`src/rtl/swm_pkg.sv`:
```
// Shared constants and types for the sliding window maximum block.
package swm_pkg;

    localparam int MAX_WINDOW = 64;
    localparam int IDX_W      = $clog2(MAX_WINDOW);
    localparam int CNT_W      = IDX_W + 1;
    localparam int DATA_W     = 32;
    localparam int WLEN_W     = 7;

    localparam logic [WLEN_W-1:0] WLEN_RESET = 7'd3;

    // One deque entry as a cell holds it and shows it to its left neighbor.
    typedef struct packed {
        logic signed [DATA_W-1:0] val;
        logic                     vld;
    } cand_t;

    // Per-item control broadcast to every cell.
    typedef struct packed {
        logic signed [DATA_W-1:0] x;       // incoming sample
        logic                     start;   // new sequence, drop all entries
        logic                     expire;  // pop the front before compare
        logic                     step;    // item accepted this cycle
    } cell_ctl_t;

endpackage

```
`src/rtl/swm_cell.sv`:
```
// One deque cell: holds a candidate, shifts left on pop, compares, takes a push.
module swm_cell (
    input  logic                             aclk,
    input  logic                             aresetn,
    input  swm_pkg::cell_ctl_t               ctl_i,
    input  logic                             full_i,      // deque full, drop front
    input  swm_pkg::cand_t                   right_i,     // right neighbor's entry
    input  logic                             left_keep_i, // left neighbor keeps its entry
    output swm_pkg::cand_t                   self_o,
    output logic                             keep_o,
    output logic signed [swm_pkg::DATA_W-1:0] val_next_o
);

    logic signed [swm_pkg::DATA_W-1:0] val_reg, val_next;
    logic                              vld_reg, vld_next;
    logic signed [swm_pkg::DATA_W-1:0] val_sh;
    logic                              vld_own, vld_sh, keep, place;

    // Entry after the optional front pop.
    assign vld_own = vld_reg && !ctl_i.start;
    assign val_sh  = ctl_i.expire ? right_i.val : val_reg;
    assign vld_sh  = ctl_i.expire ? right_i.vld : vld_own;

    // Entries strictly below the new sample leave from the back.
    assign keep  = vld_sh && !(ctl_i.x > val_sh);
    assign place = !keep && left_keep_i;

    always_comb begin
        if (full_i) begin
            val_next = right_i.val;
            vld_next = 1'b1;
        end else begin
            val_next = keep ? val_sh : ctl_i.x;
            vld_next = keep || place;
        end
    end

    always_ff @(posedge aclk) begin
        if (!aresetn) begin
            vld_reg <= 1'b0;
        end else if (ctl_i.step) begin
            vld_reg <= vld_next;
        end
    end

    always_ff @(posedge aclk) begin
        if (ctl_i.step) begin
            val_reg <= val_next;
        end
    end

    assign self_o.val = val_reg;
    assign self_o.vld = vld_reg;
    assign keep_o     = keep;
    assign val_next_o = val_next;

endmodule

```
`config.mk`:
```
export PLATFORM = sky130hd
export DESIGN_NAME = swm_cell
export DESIGN_NICKNAME = d
export VERILOG_FILES = /design/src/rtl/swm_pkg.sv /design/src/rtl/swm_cell.sv
export SDC_FILE = /design/constraint.sdc
export NUM_CORES = 1
export LEC_CHECK = 0
export BUFFER_PORTS_ARGS = -buffer_cell sky130_fd_sc_hd__buf_2
export CELL_PAD_IN_SITES_DETAIL_PLACEMENT = 1
export CELL_PAD_IN_SITES_GLOBAL_PLACEMENT = 1
export CORE_MARGIN = 10
export CORE_UTILIZATION = 35
export CTS_BUF_LIST = sky130_fd_sc_hd__clkbuf_4 sky130_fd_sc_hd__clkbuf_8
export CTS_CLUSTER_DIAMETER = 150
export DETAILED_ROUTE_END_ITERATION = 10
export PLACE_DENSITY_LB_ADDON = 0.1
export SYNTH_ARGS = -nofsm -noshare
export SYNTH_HDL_FRONTEND = slang
export SYNTH_SLANG_ARGS = --single-unit
```
`constraint.sdc`:
```
create_clock -name aclk -period 4.3 [get_ports aclk]
set_clock_uncertainty 0.15 [all_clocks]
set_input_delay 0.43 -clock aclk [delete_from_list [all_inputs] [get_ports aclk]]
set_output_delay 0.43 -clock aclk [all_outputs]
set_load 0.02 [all_outputs]
```
==> reports/metrics.cfg <==
[timing]
fin_crit_sh_pct=92.15
max_freq_mhz=252.4
slew_viol_final=0
tightest_slew_ps=840.5
relSlewSlack_pct=43.97
setup_viol=0
rsz0062_at_grt=no
min_period_ps=3962
hold_viol=0

[placed_design]
hpwl_microns=7809
io_buffers=137
globalplace.congestion=0.7409
post_dp_cell_area_sq_um=3622

[critical_path]
critPathSlowestCell=o211ai_4
arrival_ps=3380
reg2reg_slack_ps=1360
critPathMaxFanout=14
worstSetupPathType=in -> out
crit_path_end_kind=output port
cp.required_ps=3720
path_common_cell=mux2i_1
critPathLaunchType=primary input
cp_slowest_stage_delay_ps=350
cp_cell_sequence=clkbuf_4 -> buf_12 -> mux2i_1 -> ha_1 -> a21oi_1 -> o21ai_0 -> a211oi_2 -> nand3_1 -> o211ai_4 -> buf_4 -> inv_2 -> mux2i_1 -> o21ai_1 -> buf_2

[floorplan]
core_area_sq_um=7807
dieArea_sq_um=12090
ios=138
die_w_microns=110.0
fp.dieH_microns=110.0
initial_utilization_pct=36.28
std_cell_rows=32

[power_and_ir_drop]
irDropWorstVdd_mv=0.1237
pwr_density_cell_nw_per_um2=293.4
p_leak_nw=1.699
total_power_w=0.001093

[global_routing]
grt_overflow=0
met2_usage_pct=24.72
top_usage_layer=met2
met1_usage_pct=19.26
grt_max_degree=40
track_usage_pct=15.34
antenna_found_initial=1
grt_first_pass_wirelength_microns=14700
grtUsageMet3_pct=5.266
grt_pass1_vias=2885

[logic_synthesis]
syn_inst=277
synth-edff-count=32
post_synth_xor_area_fraction_pct=0
synthTopCellsByArea=edfxtp_1 34%, ha_1 14%, mux2i_1 11%, o311ai_1 9.6%, nand3b_1 8.2%
ys_async_sr_fraction_pct=0
avgSynthCellArea_sq_um=10.23
mappedNetlistArea_sq_um=2833
yosys.area_share.simple_pct=17.67
ys.flop_type=edfxtp_1
synth_common_cells=41 x nand2_1, 32 x edfxtp_1, 32 x ha_1, 32 x mux2i_1
synth.distinct_cells=36
synth_compound_area_share_pct=17.18
muxShareOfSynthArea_pct=11.70
synthAdderAreaFrac_pct=14.13
yosysWarnings=0
yosys.area.top_type=edfxtp_1
synth_nets=381
yosysMostFrequentCell=nand2_1
synth_top_area_share_pct=33.92
synth_top_family_by_area=simple AND/OR/NAND/NOR gates
ys_seq_elements=33
ys_seq_area_share_pct=34.63

[clock_tree]
cts_hold_buf=0
cts_tree=yes
cts_inserted_buffers=5
htree_levels=2
cts_root_buf=clkbuf_8
clkSlewWorstSetupHoldPaths_ps=70
cts_sinks=33
clk_path_buf_depth=2
worstSkewPairLatency_ps=290

[detailed_routing]
dr.pass1.iters=4
wl_per_cell_microns=18.95
drtIter0Drc=58
via_per_inst=5.423
drc=0
dr_total_vias=2771
postRouteAntennaNets=0
finalWirelength_microns=9685

[min_path]
min_path_type=in -> reg

[final_layout]
syn_to_final_growth_pct=31.45
diodes=0
nets=513
fin_area_sq_um=3724
drive_above_1_share_pct=38.88
largest_register_ffs=32

[job]
max_cap_viol_count=0

[outcome]
status=completed

[area by class of cell]
type                    count  area [sq um]
inverters                   3         11.26
well taps                 102         127.6
clock buffers               6         76.32
fillers                   910          4084
repair buffers            146         793.3
multi-input cells         220          1730
clock inverters             1         3.754
flip-flops and latches     33         980.9
[final timing paths]
path / from / to / depth (start not counted)
max: ctl_i[1] / val_next_o[0] / 14
min: aresetn / vld_reg / 3
max reg2reg: val_reg[14] / val_reg[0] / 11
min reg2reg: vld_reg / vld_reg / 2
[where the power goes]
part           internal (W)  switching, W  leakage, nW
registers          0.000390     0.0000134        0.327
clock network      0.000116      0.000121       0.0421
logic              0.000172      0.000281         1.33
[routing by layer]
layer / part of all wire [%] / vias to the layer above
met2: 47 / 81
met1: 44 / 1312
met5: 0.13 / -
met3: 8.5 / 9
met4: 0.93 / 2
li1: - / 1367
[metrics by stage]
stage | instances | setup TNS [ps] | util [%] | worst slack (ps) | hold WS [ps]
after global routing | 511 | 0 | 47.69 | 33.80 | 241.7
after CTS | 510 | 0 | 47.50 | 46.31 | 235.8
after global placement | 503 | 0 | 46.39 | 123.8 | 405.9
after floorplan | 277 | 0 | - | 315.9 | 375.9
after detailed placement | 503 | -22.95 | 46.39 | -22.95 | 429.4
final | 511 | 0 | 47.69 | 337.7 | 243.2
[worst max-delay path: cells and delay by family]
family	cells	cell delay, ps
compound gates	5	1120
fa+ha+maj	1	300
buf+inv	5	1010
mux	2	360
simple gates	1	160
[cell families after synthesis]
logic type      after synthesis
flops                        33
compound gates               63
simple gates                 92
buf+inv                      24
fa+ha+maj                    32
mux                          33
[repair_timing]
action                                  4_1_cts  5_1_grt
gates resized for setup                       1        2
cloned                                        0        0
setup buffers                                 0        1
pin swaps                                     0        1
endpoints found under the setup margin        5       30
[cell usage in the layout (no fill, tap or decap), types with 2 or more instances in the layout]
cell,Yosys,routed
nand3_1,2,2
buf_4,3,6
nand4_1,8,8
ha_1,32,32
o21a_1,2,2
or3_1,2,2
buf_2,1,136
mux2i_1,32,32
clkbuf_8,0,5
nor2_1,3,3
clkbuf_4,0,2
buf_12,0,3
nand2_1,41,41
nand3b_1,31,31
inv_1,2,2
o21ai_0,6,6
edfxtp_1,32,32
a21oi_1,14,14
o311ai_1,31,31
Power figures use the tool's default switching activity.
