**src/rtl/swm_pkg.sv**
```systemverilog
// Shared constants and types for the sliding window maximum block.
package swm_pkg;

    localparam int MAX_WINDOW = 64;
    localparam int IDX_W      = $clog2(MAX_WINDOW);
    localparam int CNT_W      = IDX_W + 1;
    localparam int DATA_W     = 32;
    localparam int WLEN_W     = 7;

    localparam logic [WLEN_W-1:0] WLEN_RESET = 7'd3;

    // One deque entry as a cell holds it and shows it to its left neighbor.
    typedef struct packed {
        logic signed [DATA_W-1:0] val;
        logic                     vld;
    } cand_t;

    // Per-item control broadcast to every cell.
    typedef struct packed {
        logic signed [DATA_W-1:0] x;       // incoming sample
        logic                     start;   // new sequence, drop all entries
        logic                     expire;  // pop the front before compare
        logic                     step;    // item accepted this cycle
    } cell_ctl_t;

endpackage

```
**src/rtl/swm_hist.sv**
```systemverilog
// Sample history ring: one write port, one registered read port with bypass.
module swm_hist (
    input  logic                              aclk,
    input  logic                              wr_en_i,
    input  logic [swm_pkg::IDX_W-1:0]         wr_addr_i,
    input  logic signed [swm_pkg::DATA_W-1:0] wr_data_i,
    input  logic [swm_pkg::IDX_W-1:0]         rd_addr_i,
    output logic signed [swm_pkg::DATA_W-1:0] rd_data_o
);

    logic signed [swm_pkg::DATA_W-1:0] mem [swm_pkg::MAX_WINDOW];
    logic signed [swm_pkg::DATA_W-1:0] rd_data_reg;

    always_ff @(posedge aclk) begin
        if (wr_en_i) begin
            mem[wr_addr_i] <= wr_data_i;
        end
        // same-slot read sees the value written this cycle
        if (wr_en_i && (wr_addr_i == rd_addr_i)) begin
            rd_data_reg <= wr_data_i;
        end else begin
            rd_data_reg <= mem[rd_addr_i];
        end
    end

    assign rd_data_o = rd_data_reg;

endmodule

```
**config.mk**
```make
export PLATFORM = sky130hd
export DESIGN_NAME = swm_hist
export DESIGN_NICKNAME = d
export VERILOG_FILES = /design/src/rtl/swm_pkg.sv /design/src/rtl/swm_hist.sv
export SDC_FILE = /design/constraint.sdc
export NUM_CORES = 2
export LEC_CHECK = 0
export ABC_CLOCK_PERIOD_IN_PS = 5190
export BUFFER_PORTS_ARGS = -buffer_cell sky130_fd_sc_hd__buf_4
export CORE_UTILIZATION = 63
export DETAILED_ROUTE_END_ITERATION = 8
export HOLD_SLACK_MARGIN = 0.15
export PLACE_DENSITY = 0.87
export SETUP_SLACK_MARGIN = 0.05
export SLEW_MARGIN = 5
export SYNTH_ARGS = -nofsm -noshare
export SYNTH_HDL_FRONTEND = slang
export SYNTH_SLANG_ARGS = --single-unit
```
**constraint.sdc**
```tcl
create_clock -name aclk -period 5.19 [get_ports aclk]
set_clock_uncertainty 0.15 [all_clocks]
set_input_delay 1.557 -clock aclk [delete_from_list [all_inputs] [get_ports aclk]]
set_output_delay 1.557 -clock aclk [all_outputs]
set_load 0.1 [all_outputs]
```
==> run summary <==
Pwr Density = 385.9 nW/um^2
RSZ-0062 raised after global routing = yes
Synth area leader = edfxtp_1
Max Cap Violations = 0
crit path time final = 5.589 ns
synth unique cells = 34
most flop-heavy register = mem
Final setup viols = 30
Die Height = 353.9 um
Synth Area in Simple Gates = 0.01274
total track usage = 0.4341
Regs by FF count = mem (2048)
Worst-Margin Slew = 1.155 ns
CTS clock-pin slew for the worst setup and hold paths = 0.08 ns
Synth Area in Compound Gates = 0.01684
Die Area = 125200 um^2
Finished Layout Cells = 5475
Hold Vio Cnt, Final = 0
vias in the first global route = 43180
min-delay src = rd_addr_i[3]
syn_area_per_cell = 23.65 um^2
core area = 122400 um^2
WHS Path Cells = 1
H-tree depth = 4
Syn-to-layout area delta = 17.13%
leak pwr = 28.80 nW
Worst slew margin = 0.2275
Num CTS Buffers = 186
status = finished, violations left
TNS Setup = -5.110 ns
worst endpoint required time = 3.48 ns
Routed Wire Length = 278.5 mm
failing checks = setup timing
Netlist Area Pre-Place = 77990 um^2
Die X = 353.9 um
utilization after layout = 0.7466
number of DRC markers in iteration 0 = 10110
Synth Flop Type = edfxtp_1
placer congestion estimate = 0.8492
IO Port Bufs = 77
critical path arrival = 3.88 ns
Post-synth EDFFs = 2048
clock sink total = 2054
WL/cell = 50.87 um
vias per inst = 8.191
Pre-antenna DRT Iters = 9
fmax = 0.1789 GHz
Synth area leaders = edfxtp_1 (79%), mux4_2 (16%), mux2i_1 (1.2%)
HPWL Detailed = 121.4 mm
syn_nets = 3344
# DRC = 0
Worst Setup Start Kind = flip-flop
ANT nets after route = 0
initial core utilization = 0.6374
synthesized flop and latch total = 2054
layout cells sized above 1 = 0.3664
Crit Path Class = reg2out
final setup margin = -0.3988 ns
Max Slew Vio Count = 0
initial antenna violation count = 14
adder-cell share of the synthesized area = 0
Overflow after GRT = 0
Ys Warns = 0
CTS max path bufs = 3
IR drop worst, VDD = 0.0003932 V
Largest register FFs = 2048
Final #Nets = 3746
xor/xnor share of the synthesized area = 0
FP Rows = 128
first-pass GRT wire length = 361.5 mm
mux cell area share after synthesis = 0.1690
Root Driver = clkbuf_16
# fillers = 5746
CTS tree = yes
Placed Cells = 5027
fraction of registers with async set/reset = 0
Vias = 44850
sequential area share after synthesis = 0.7900
Final Cycle Share = 1.077
CP Max Fanout = 37
Top-Level Pins = 78
worst hold path class = in2reg
Synth Instances = 3298
top cell type's share of synthesized area = 0.7885
largest family of logic cells by synthesized area = multiplexers
Crit. End Element = output pin
largest net degree at the start of global routing = 65
[layer usage]
| layer | wire length [um] | vias to the layer above | global-route usage |
|---|---|---|---|
| li1 | - | 14990 | - |
| met5 | 71 | - | 0.001887 |
| met2 | 125500 | 6322 | 0.6698 |
| met3 | 47630 | 1759 | 0.1480 |
| met1 | 73670 | 21770 | 0.5100 |
| met4 | 31610 | 10 | 0.3236 |
[cell families (layout without fill, tap and decap cells)]
kind of cell | Yosys count | count (layout)
flip-flops | 2054 | 2054
multiplexers | 637 | 637
AND/OR/NAND/NOR | 223 | 223
AO/OA/AOI/OAI | 202 | 202
buffers and inverters | 182 | 729
other | 0 | 5
[metrics by stage]
step	power [mW]	hold WS (ns)	setup slack (ns)	cell area (um^2)
after floorplan	19.92	1.435	0.3232	78010
after global placement	20.76	1.546	0.3847	82130
after detailed placement	20.86	1.540	0.2888	82130
after CTS	34.54	0.6518	-0.05994	90680
after global routing	35.58	0.6625	-0.3264	91350
final	35.25	0.6667	-0.3988	91360
[worst max path at each step]
stage          cells after the start            end
6_report                           9  rd_data_o[14]
5_1_grt                            9  rd_data_o[26]
4_1_cts                           11   rd_data_o[8]
3_5_place_dp                       8   rd_data_o[4]
3_3_place_gp                       7   rd_data_o[4]
2_1_floorplan                      4     mem[48][0]
[final cells by class]
class,count,area (um^2),area share
multi-input combinational,1062,17030,0.1864
clock buffer,234,4917,0.05382
tap,1625,2033,0.02226
sequential,2054,61640,0.6747
clock inverter,99,900.9,0.009861
antenna,5,12.51,0.0001370
timing repair buffer,396,4828,0.05285
[cells in the mapped netlist (2+ instances only)]
cell type  number
a21oi_1        62
a22oi_1        12
a311oi_1        8
a41o_1          4
and2_1          2
and3_1          4
buf_1          21
buf_2          57
buf_4          25
buf_6           5
clkbuf_1       74
dfxtp_1         6
edfxtp_1     2048
mux2i_1        93
mux4_2        544
nand2_1        26
nand2b_1        8
nand3_1         5
nand3b_1        5
nand4_1         2
nor2_1        137
nor2b_1        15
nor3_1          7
o221ai_1       27
o22ai_1        84
o32ai_1         4
or3_1           3
or3b_1          2
or3b_2          3
[placed cells by master (no fill, tap or decap), drive strengths merged, types with 3 or more instances in the layout]
| cell | synthesis | final |
|---|---|---|
| edfxtp | 2048 | 2048 |
| mux4 | 544 | 544 |
| buf | 108 | 386 |
| clkbuf | 74 | 239 |
| nor2 | 137 | 137 |
| mux2i | 93 | 93 |
| o22ai | 84 | 84 |
| clkinv | 0 | 77 |
| a21oi | 62 | 62 |
| o221ai | 27 | 27 |
| nand2 | 26 | 26 |
| nor2b | 15 | 15 |
| a22oi | 12 | 12 |
| bufinv | 0 | 12 |
| nand2b | 8 | 8 |
| a311oi | 8 | 8 |
| nor3 | 7 | 7 |
| inv | 0 | 7 |
| dfxtp | 6 | 6 |
| diode | 0 | 5 |
| nand3b | 5 | 5 |
| nand3 | 5 | 5 |
| bufbuf | 0 | 5 |
| or3b | 5 | 5 |
| and3 | 4 | 4 |
| a41o | 4 | 4 |
| o32ai | 4 | 4 |
| or3 | 3 | 3 |
| clkinvlp | 0 | 3 |
| or2 | 3 | 3 |
[repair_timing]
action,CTS,global route
cloned,23,5
pin swaps,33,30
gates resized for setup,325,82
setup endpoints to repair,32,32
setup buffers,64,23
hold buffers,0,0
[power breakdown]
part	switching [mW]	leakage (nW)	internal, mW	total (mW)
registers	0.0690	18.5	18.4	18.4
clock network	6.63	2.84	7.34	14.0
logic	1.86	7.49	1.00	2.86
total	8.55	28.8	26.7	35.3
[worst max-delay path, stage by stage (launching register included)]
cell and delay [ns]:
dfxtp_4 0.40, buf_12 0.15, buf_4 0.13, buf_12 0.30, mux4_2 0.48, mux2i_1 0.17
a21oi_1 0.80, a21oi_2 0.11, nor2_4 0.21, buf_12 0.19
Power figures use the tool's default switching activity.
